==> src/hw/rtl/caf_pkg.sv <==
`default_nettype none
package caf_pkg;

  localparam int DATA_WIDTH_DEF = 32;
  localparam int QUEUE_DEPTH    = 4;

  // command codes
  localparam logic [3:0] CMD_ADD = 4'd0;
  localparam logic [3:0] CMD_SUB = 4'd1;
  localparam logic [3:0] CMD_MUL = 4'd2;
  localparam logic [3:0] CMD_DIV = 4'd3;
  localparam logic [3:0] CMD_NEG = 4'd4;
  localparam logic [3:0] CMD_GT  = 4'd5;
  localparam logic [3:0] CMD_LT  = 4'd6;
  localparam logic [3:0] CMD_GE  = 4'd7;
  localparam logic [3:0] CMD_LE  = 4'd8;
  localparam logic [3:0] CMD_EQ  = 4'd9;
  localparam logic [3:0] CMD_NE  = 4'd10;

  // status codes
  localparam logic [1:0] ST_OK   = 2'd0;
  localparam logic [1:0] ST_OVF  = 2'd1;
  localparam logic [1:0] ST_DIVZ = 2'd2;

  // how the back end finishes a transaction
  typedef enum logic [1:0] {
    CLS_DONE,
    CLS_MUL,
    CLS_DIV
  } cls_t;

  typedef struct packed {
    cls_t       cls;
    logic       neg;
    logic [1:0] status;
  } ctl_t;

endpackage
`default_nettype wire

==> src/hw/rtl/caf_queue.sv <==
`default_nettype none
module caf_queue
  import caf_pkg::*;
#(
  parameter int W     = DATA_WIDTH_DEF,
  parameter int DEPTH = QUEUE_DEPTH
) (
  input  wire logic         clk,
  input  wire logic         rst,
  input  wire logic         push,
  input  wire ctl_t         push_ctl,
  input  wire logic [W-1:0] push_a,
  input  wire logic [W-1:0] push_b,
  output logic              full,
  input  wire logic         pop,
  output logic              head_valid,
  output ctl_t              head_ctl,
  output logic [W-1:0]      head_a,
  output logic [W-1:0]      head_b
);

  localparam int PW = (DEPTH > 1) ? $clog2(DEPTH) : 1;

  ctl_t         mem_ctl [DEPTH];
  logic [W-1:0] mem_a   [DEPTH];
  logic [W-1:0] mem_b   [DEPTH];
  logic [PW-1:0] wr_ptr;
  logic [PW-1:0] rd_ptr;
  logic [PW:0]   count;

  assign full       = count == (PW+1)'(DEPTH);
  assign head_valid = count != '0;
  assign head_ctl   = mem_ctl[rd_ptr];
  assign head_a     = mem_a[rd_ptr];
  assign head_b     = mem_b[rd_ptr];

  // store entries
  always_ff @(posedge clk) begin
    if (push) begin
      mem_ctl[wr_ptr] <= push_ctl;
      mem_a[wr_ptr]   <= push_a;
      mem_b[wr_ptr]   <= push_b;
    end
  end

  // advance pointers and occupancy
  always_ff @(posedge clk) begin
    if (rst) begin
      wr_ptr <= '0;
      rd_ptr <= '0;
      count  <= '0;
    end else begin
      if (push) wr_ptr <= (wr_ptr == PW'(DEPTH-1)) ? '0 : wr_ptr + PW'(1);
      if (pop)  rd_ptr <= (rd_ptr == PW'(DEPTH-1)) ? '0 : rd_ptr + PW'(1);
      if (push && !pop) count <= count + (PW+1)'(1);
      else if (pop && !push) count <= count - (PW+1)'(1);
    end
  end

endmodule
`default_nettype wire

==> config.mk <==
export PLATFORM = sky130hd
export DESIGN_NAME = caf_queue
export DESIGN_NICKNAME = d
export VERILOG_FILES = /design/src/hw/rtl/caf_pkg.sv /design/src/hw/rtl/caf_queue.sv
export SDC_FILE = /design/constraint.sdc
export NUM_CORES = 1
export LEC_CHECK = 0
export BUFFER_PORTS_ARGS = -buffer_cell sky130_fd_sc_hd__buf_4
export CORE_MARGIN = 4
export CORE_UTILIZATION = 64
export CTS_BUF_LIST = sky130_fd_sc_hd__clkbuf_2
export CTS_CLUSTER_SIZE = 40
export DETAILED_ROUTE_END_ITERATION = 8
export HOLD_SLACK_MARGIN = 0.15
export PLACE_DENSITY_LB_ADDON = 0.12
export SLEW_MARGIN = 30
export SYNTH_ARGS = -nofsm -noshare
export SYNTH_HDL_FRONTEND = slang
export SYNTH_SLANG_ARGS = --single-unit
==> constraint.sdc <==
create_clock -name clk -period 6.6 [get_ports clk]
set_input_delay 0.33 -clock clk [delete_from_list [all_inputs] [get_ports clk]]
set_output_delay 0.33 -clock clk [all_outputs]
set_load 0.02 [all_outputs]
==> run metrics <==
initial antenna violation count 1; die area 18400 sq um; 1st-iter DRT viols 317; combinational power share 12.6%; final net count 762; final WL 19.7 mm; fin crit share 52.6%; GPL Wtd Cong 0.721; Post-DP Area 11800 sq um; syn nets 485; cell repeated most along the worst path buf_4; Post-CTS Resized 0; synthesized area per cell 25.7 sq um; hold path depth 2; CTS Buf Count 68; Worst Path Max Fanout 37; switching share of power 24.7%; Syn. warnings 0; maximum vdd drop 0.000194 V; Synth cell types 19; Post-Syn Instances 405; core area 15900 sq um; layout cells sized above 1 45.7%; min cycle time layout 3.47 ns; Power Total 0.00361 W; clock share of power 29.0%; CP required 6.27 ns; DR WL/cell 20.8 microns; Clock Skews 0.0445 ns; sequential share of power 58.3%; DP Worst Slack 3.85 ns; H-tree Lvls 3; DIE HEIGHT 136 microns; Lkg Pwr 4.65 nW; Root Buffer clkbuf_2; crit path DAT 3.14 ns; hold_ws 0.291 ns; vias in the first global route 5941; Critical path buffers and inverters 2; largest net degree at the start of global routing 41; Post-DRT Antenna Nets 0; GRT Util Overall 22.5%; worst skew pair latency 0.76 ns; row cnt 46; setup TNS 0 ns; CTS clk-pin slew, worst paths 0.12 ns; CP delay by family, top flip-flops; sequential element share of the synthesized area 81.4%; post-route DRC violation count 0; CP max-delay cell dfxtp_4; Initial DRT Pass Iterations 6; Power Density 276 nW/um^2; die width 136 microns; Achievable Freq 288 MHz; fin area 13100 sq um; CTS tree done; CP cell instances buf_4 > mux4_2 > buf_4; Worst setup SP type register; vias 5289; CP max stage delay 0.85 ns; Initial Util 65.5%; Worst slew margin 50.6%; post-synthesis cell area 10400 sq um; Setup CP Type reg -> out; num ports 144; worst setup margin 3.13 ns; clock buffer depth 3; grt ovf 0; Worst setup EP type output pin; Vias/cell 5.59; worst-margin pin slew 0.741 ns; max-cap violations 0; Hold Path Class in -> reg; RSZ-0062 raised after global routing no; hpwl dp 11.4 mm; Net Sw Power 0.000893 W; critical path depth in cells 3; number of synthesized register bits 285; first-pass GRT wire length 30.6 mm; PortBufs 143; TritonCTS Sinks 285; Hold Vio Cnt, Final 0; area grow syn2layout 25.8%; P_int 0.00272 W; filler cell count in the final layout 819; Slew Limit Fails 0; Final setup viols 0; Worst Reg2Reg Path Length in Cells 4; outcome complete, no violations
-- stage by stage --
stage                     utilization (%)  instances
after floorplan                         -        405
after global placement               73.4        749
after detailed placement             74.2        755
after CTS                            82.4        945
after global routing                 82.4        946
final                                82.4        947
-- routing by layer --
layer,global-route usage [%],wire length (microns),up-vias
li1,-,-,2322
met1,27.7,7520,2705
met2,38.0,10400,214
met3,5.87,1260,48
met4,10.5,582,0
met5,0,0,-
-- layout by cell type, fill, tap and decap left out, types with 4 or more instances in the layout --
master and instances:
and2_4 4, buf_12 5, buf_4 144, clkbuf_2 107, clkinv_1 9, dfxtp_1 7
dlygate4sd3_1 73, edfxtp_1 276, ha_1 6, inv_1 4, mux2i_1 4, mux4_2 69
nor2_1 7
-- cells by family after synthesis --
kind of cell / Yosys count / share of synthesized area, %
flip-flops: 285 / 81.4
multiplexers: 73 / 15.3
buffers and inverters: 20 / 1.35
AND/OR/NAND/NOR: 15 / 0.757
adder cells (fa/ha/maj): 7 / 0.914
AO/OA/AOI/OAI: 3 / 0.144
XOR/XNOR: 2 / 0.168
-- power groups by stage --
stage                     clock network, W  registers [W]  logic (W)
after floorplan                          0        0.00213   0.000249
after global placement                   0        0.00215   0.000396
after detailed placement                 0        0.00215   0.000420
after CTS                          0.00108        0.00211   0.000460
after global routing               0.00119        0.00211   0.000483
final                              0.00105        0.00211   0.000457
-- Yosys cell counts (all sizes together) --
cell type / instances / share of area (%)
and2: 4 / 0.24
inv: 4 / 0.14
nor2: 7 / 0.25
mux2i: 4 / 0.38
xor2: 2 / 0.17
dfxtp: 9 / 1.7
edfxtp: 276 / 80
a21oi: 2 / 0.096
clkbuf: 5 / 0.18
buf: 11 / 1.0
fa: 1 / 0.19
o21ai: 1 / 0.048
ha: 6 / 0.72
nor3b: 2 / 0.14
or3: 2 / 0.12
mux4: 69 / 15
-- final timing paths --
check,startpoint,to,slack (ns)
setup reg to reg,wr_ptr[1],mem_a[1][12],4.74
setup / recovery,register,head_a[30],3.13
hold reg to reg,count[2],count[2],0.55
hold / removal,push_a[27],mem_a[2][27],0.29
-- state kept, by name, indices dropped and copies added, names as in the netlist, named ones only --
signal,count
mem_b,128
count,3
wr_ptr,2
rd_ptr,2
mem_a,128
mem_ctl,20
-- cell type report --
| type | instances | area, sq um | share of cell area [%] |
|---|---|---|---|
| Tap cell | 216 | 270 | 2.06 |
| Timing Repair Buffer | 223 | 1940 | 14.8 |
| Inverter | 4 | 15.0 | 0.115 |
| Antenna cell | 2 | 5.00 | 0.0382 |
| Multi-Input combinational cell | 100 | 1810 | 13.8 |
| Sequential cell | 285 | 8480 | 64.7 |
| Clock buffer | 107 | 536 | 4.09 |
| Clock inverter | 10 | 38.8 | 0.296 |
-- repair_timing --
item | 4_1_cts | 5_1_grt
hold buffers | 73 | 0
hold endpoints to repair | 295 | 0
buffers inserted | 0 | 0
Power figures use the tool's default switching activity.
