**config.mk**
```make
export PLATFORM = sky130hd
export DESIGN_NAME = caf_front
export DESIGN_NICKNAME = d
export VERILOG_FILES = /design/src/hw/rtl/caf_pkg.sv /design/src/hw/rtl/caf_front.sv
export SDC_FILE = /design/constraint.sdc
export NUM_CORES = 1
export LEC_CHECK = 0
export ABC_CLOCK_PERIOD_IN_PS = 16300
export BUFFER_PORTS_ARGS = -buffer_cell sky130_fd_sc_hd__clkbuf_2
export CORE_ASPECT_RATIO = 1.75
export CORE_MARGIN = 2
export CORE_UTILIZATION = 31
export DETAILED_ROUTE_END_ITERATION = 12
export SETUP_SLACK_MARGIN = 0.15
export SKIP_LAST_GASP = 1
export SLEW_MARGIN = 20
export SYNTH_ARGS = -nofsm -noshare
export SYNTH_HDL_FRONTEND = slang
export SYNTH_SLANG_ARGS = --single-unit
export TNS_END_PERCENT = 1
```
**constraint.sdc**
```tcl
create_clock -name vclk -period 16.3
set_clock_uncertainty 0.2 [all_clocks]
set_input_delay 2.445 -clock vclk [all_inputs]
set_output_delay 2.445 -clock vclk [all_outputs]
set_load 0.01 [all_outputs]
```
**src/hw/rtl/caf_pkg.sv**
```systemverilog
`default_nettype none
package caf_pkg;

  localparam int DATA_WIDTH_DEF = 32;
  localparam int QUEUE_DEPTH    = 4;

  // command codes
  localparam logic [3:0] CMD_ADD = 4'd0;
  localparam logic [3:0] CMD_SUB = 4'd1;
  localparam logic [3:0] CMD_MUL = 4'd2;
  localparam logic [3:0] CMD_DIV = 4'd3;
  localparam logic [3:0] CMD_NEG = 4'd4;
  localparam logic [3:0] CMD_GT  = 4'd5;
  localparam logic [3:0] CMD_LT  = 4'd6;
  localparam logic [3:0] CMD_GE  = 4'd7;
  localparam logic [3:0] CMD_LE  = 4'd8;
  localparam logic [3:0] CMD_EQ  = 4'd9;
  localparam logic [3:0] CMD_NE  = 4'd10;

  // status codes
  localparam logic [1:0] ST_OK   = 2'd0;
  localparam logic [1:0] ST_OVF  = 2'd1;
  localparam logic [1:0] ST_DIVZ = 2'd2;

  // how the back end finishes a transaction
  typedef enum logic [1:0] {
    CLS_DONE,
    CLS_MUL,
    CLS_DIV
  } cls_t;

  typedef struct packed {
    cls_t       cls;
    logic       neg;
    logic [1:0] status;
  } ctl_t;

endpackage
`default_nettype wire

```
**src/hw/rtl/caf_front.sv**
```systemverilog
`default_nettype none
module caf_front
  import caf_pkg::*;
#(
  parameter int W = DATA_WIDTH_DEF
) (
  input  wire logic [3:0]   cmd,
  input  wire logic [W-1:0] left_operand,
  input  wire logic [W-1:0] right_operand,
  output ctl_t              ctl,
  output logic [W-1:0]      opa,
  output logic [W-1:0]      opb
);

  logic [W:0]   sum;
  logic [W:0]   diff;
  logic [W-1:0] mag_a;
  logic [W-1:0] mag_b;
  logic         lt;
  logic         gt;
  logic         a_min;
  logic         b_zero;
  logic         b_mone;

  // form sums at one extra bit so overflow shows in the top two bits
  assign sum    = {left_operand[W-1], left_operand} + {right_operand[W-1], right_operand};
  assign diff   = {left_operand[W-1], left_operand} - {right_operand[W-1], right_operand};
  assign mag_a  = left_operand[W-1] ? (~left_operand + W'(1)) : left_operand;
  assign mag_b  = right_operand[W-1] ? (~right_operand + W'(1)) : right_operand;
  assign lt     = $signed(left_operand) < $signed(right_operand);
  assign gt     = $signed(right_operand) < $signed(left_operand);
  assign a_min  = left_operand == {1'b1, {(W-1){1'b0}}};
  assign b_zero = right_operand == '0;
  assign b_mone = &right_operand;

  // classify: finish simple commands here, hand magnitudes on for mul and div
  always_comb begin
    ctl.cls    = CLS_DONE;
    ctl.neg    = left_operand[W-1] ^ right_operand[W-1];
    ctl.status = ST_OK;
    opa        = '0;
    opb        = mag_b;
    case (cmd)
      CMD_ADD: begin
        if (sum[W] != sum[W-1]) ctl.status = ST_OVF;
        else opa = sum[W-1:0];
      end
      CMD_SUB: begin
        if (diff[W] != diff[W-1]) ctl.status = ST_OVF;
        else opa = diff[W-1:0];
      end
      CMD_MUL: begin
        ctl.cls = CLS_MUL;
        opa     = mag_a;
      end
      CMD_DIV: begin
        if (b_zero) ctl.status = ST_DIVZ;
        else if (a_min && b_mone) ctl.status = ST_OVF;
        else begin
          ctl.cls = CLS_DIV;
          opa     = mag_a;
        end
      end
      CMD_NEG: begin
        if (a_min) ctl.status = ST_OVF;
        else opa = ~left_operand + W'(1);
      end
      CMD_GT:  opa = W'(gt);
      CMD_LT:  opa = W'(lt);
      CMD_GE:  opa = W'(!lt);
      CMD_LE:  opa = W'(!gt);
      CMD_EQ:  opa = W'(left_operand == right_operand);
      CMD_NE:  opa = W'(left_operand != right_operand);
      default: opa = '0;
    endcase
  end

endmodule
`default_nettype wire

```
==> flow_summary.yaml <==
cells_and_area:
  antennaDiodeCount: 0
  clockBufferCount: 0
  seq_area_sq_um: 0
  most-common-layout-cells: "137 x clkbuf_2, 84 x nor2_1, 76 x a21oi_1"
  seq_cells: 0
  utilization_pct: 36.11
  drive_above_1_share_pct: 17.32
  nNetsFinal: 1142
  mostFrequentLayoutCell: "clkbuf_2"
  nFillCells: 2112
  area_delta_synth_final_pct: 14.55
hold_path:
  hold_depth: 2
  hp-class: "in -> out"
  hold-path-endpoint: "opb[0]"
  worstHoldStart: "right_operand[0]"
setup_path:
  crit_fanout: 25
  end_kind: "output port"
  cp-start-kind: "primary input"
  path_cells: "clkbuf_2 > inv_1 > ha_1 > or4_1 > or3_1 > a21oi_1 > o311ai_1 > a2111oi_1 > mux2i_1 > nand4_1 > ha_1 > nor3_2 > buf_4 > o21ai_0 > o311ai_0 > o21ai_0 > o311ai_1 > clkbuf_2"
  crit_arrival_ns: 8.55
  crit_path_top_delay_cell: "a2111oi_1"
  critPathKind: "in -> out"
  worst_ep_required_time_ns: 13.65
  cp_slowest_stage_delay_ns: 1.01
placed_design:
  port_buffers: 137
  dp_hpwl_mm: 21.96
  preCtsSetupSlack_ns: 5.395
  globalplace.congestion: 1.063
die:
  start_util_pct: 31.53
  fp.dieW_microns: 107.7
  fp.dieH_microns: 185.4
  pin_count: 137
  die_area_sq_um: 19970
  core.rowCount: 66
  core_sq_um: 18500
synth:
  mappedNetlistArea_sq_um: 5832
  synth_area_per_cell_sq_um: 6.451
  syn_inst: 904
  ys_seq_area_share_pct: 0
  syn-num-nets: 1045
  synth_cell_types: 76
  yosysWarnings: 0
power:
  sw_frac_of_total_pct: 64.16
  p_int_w: 0.00008709
  p_per_area_nw_per_um2: 36.38
  switchingPower_w: 0.0001559
  peakVddDrop_v: 0.00001585
  p_clk_share_pct: 0
  pwr-share-comb_pct: 100.0
  leakage_nw: 2.886
  seqPwrFrac_pct: 0
drt:
  route.detailed.vias_per_inst: 6.388
  post_drt_wl_per_cell_microns: 21.86
  ant_nets: 0
  drt_iter0_drc: 648
  routed_wl_mm: 27.04
  drt_first_pass_iters: 6
  vias: 7902
  drcViolationCount: 0
sta:
  worst_slack_ns: 5.100
  fin_crit_sh_pct: 68.71
  fin_setup_tns_ns: 0
  rsz0062_at_grt: "no"
  max_slew_margin_pct: 26.21
  min_period_ns: 11.20
  slew_violations: 0
  worst_slew_pin_slew_ns: 1.097
  setup-violations-final: 0
  max_freq_ghz: 0.08929
  hold_viol: 0
clocking:
  post_cts_buffers: 0
  cts-resized-gates: 0
  ctsHoldBuffers: 0
job:
  drv_cap: 0
global_route:
  antenna_found_initial: 0
  grt_use_total_pct: 25.72
  grt_pass1_vias: 7581
  grt_max_degree: 34
  overflow: 0
  grt_pass1_wl_mm: 40.77
status:
  status: "finished clean"
==> routing by layer <==
layer	share of wire, %	vias up	global-route usage, %
li1	-	3672	-
met1	36	3683	27.47
met2	50	416	47.25
met3	6.3	131	2.393
met4	8.0	0	16.56
met5	0	-	0
==> power groups by stage <==
| stage | combinational (W) | clock [W] | sequential (W) |
|---|---|---|---|
| floorplan | 0.000149 | 0 | 0 |
| global placement | 0.000237 | 0 | 0 |
| detailed placement | 0.000237 | 0 | 0 |
| CTS | 0.000238 | 0 | 0 |
| global route | 0.000262 | 0 | 0 |
| finish | 0.000243 | 0 | 0 |
==> synth_stat cells (4+ instances only) <==
library cell,count,area [sq um]
o21ai_1,5,25.02
nor3b_1,4,30.03
o221ai_1,9,78.83
a31oi_1,11,68.82
a21o_1,21,157.7
a221o_1,7,70.07
or3_1,14,87.58
o21a_1,11,82.58
nor2_1,84,315.3
mux2i_1,6,60.06
a311o_1,4,40.04
o22ai_1,21,131.4
a211oi_1,9,67.56
clkbuf_1,41,153.9
nor2b_1,8,50.05
inv_1,72,270.3
and3_1,4,25.02
o221a_2,7,78.83
o211a_1,5,50.05
a221oi_1,15,131.4
o211ai_1,9,67.56
nand2b_1,12,75.07
nor3_1,37,185.2
o31a_1,8,70.07
nand3_1,19,95.09
nor4_1,19,118.9
nand4_1,21,131.4
o31ai_1,18,135.1
ha_1,71,888.4
o21bai_1,14,105.1
nand2_1,65,244.0
a21oi_1,76,380.4
o41ai_1,11,96.34
o21ai_0,54,270.3
a22o_1,4,35.03
or4_1,10,75.07
o311ai_0,5,43.79
xnor2_1,29,254.0
==> worst max path at each step <==
stage,from,end,cells after the start
5_1_grt,right_operand[14],opa[0],18
3_3_place_gp,right_operand[14],opa[0],18
3_5_place_dp,right_operand[14],opa[0],18
4_1_cts,right_operand[14],opa[0],18
6_report,right_operand[14],opa[20],18
2_1_floorplan,left_operand[0],opa[21],20
==> area by class of cell <==
class | count | area, sq um | area share (%)
well taps | 238 | 297.8 | 4.458
multi-input cells | 781 | 5363 | 80.28
repair buffers | 145 | 745.7 | 11.16
inverters | 73 | 274.0 | 4.102
==> critical path, delay by kind of cell <==
| kind | cells | cell delay, ns |
|---|---|---|
| adders and majority gates | 2 | 0.78 |
| muxes | 1 | 0.27 |
| AOI/OAI and AO/OA | 7 | 2.58 |
| and+or+nand+nor | 4 | 1.49 |
| buffers and inverters | 4 | 0.96 |
==> through the flow <==
step / total power, W / std cells / hold slack, ns / instance area [sq um]
floorplan: 0.0001494 / 904 / 4.778 / 5832
global placement: 0.0002367 / 1237 / 4.969 / 6680
detailed placement: 0.0002370 / 1237 / 4.973 / 6680
CTS: 0.0002382 / 1237 / 4.973 / 6680
global route: 0.0002621 / 1237 / 4.993 / 6680
finish: 0.0002430 / 1237 / 4.968 / 6680
==> logic make-up after synthesis <==
logic type	after synthesis	share of synthesized area, %
AO/OA/AOI/OAI	356	42.93
XOR/XNOR	29	4.355
adder cells (fa/ha/maj)	73	15.92
buffers and inverters	123	8.303
multiplexers	7	1.223
AND/OR/NAND/NOR	316	27.27
No activity file was read; power rests on OpenSTA's default activity.
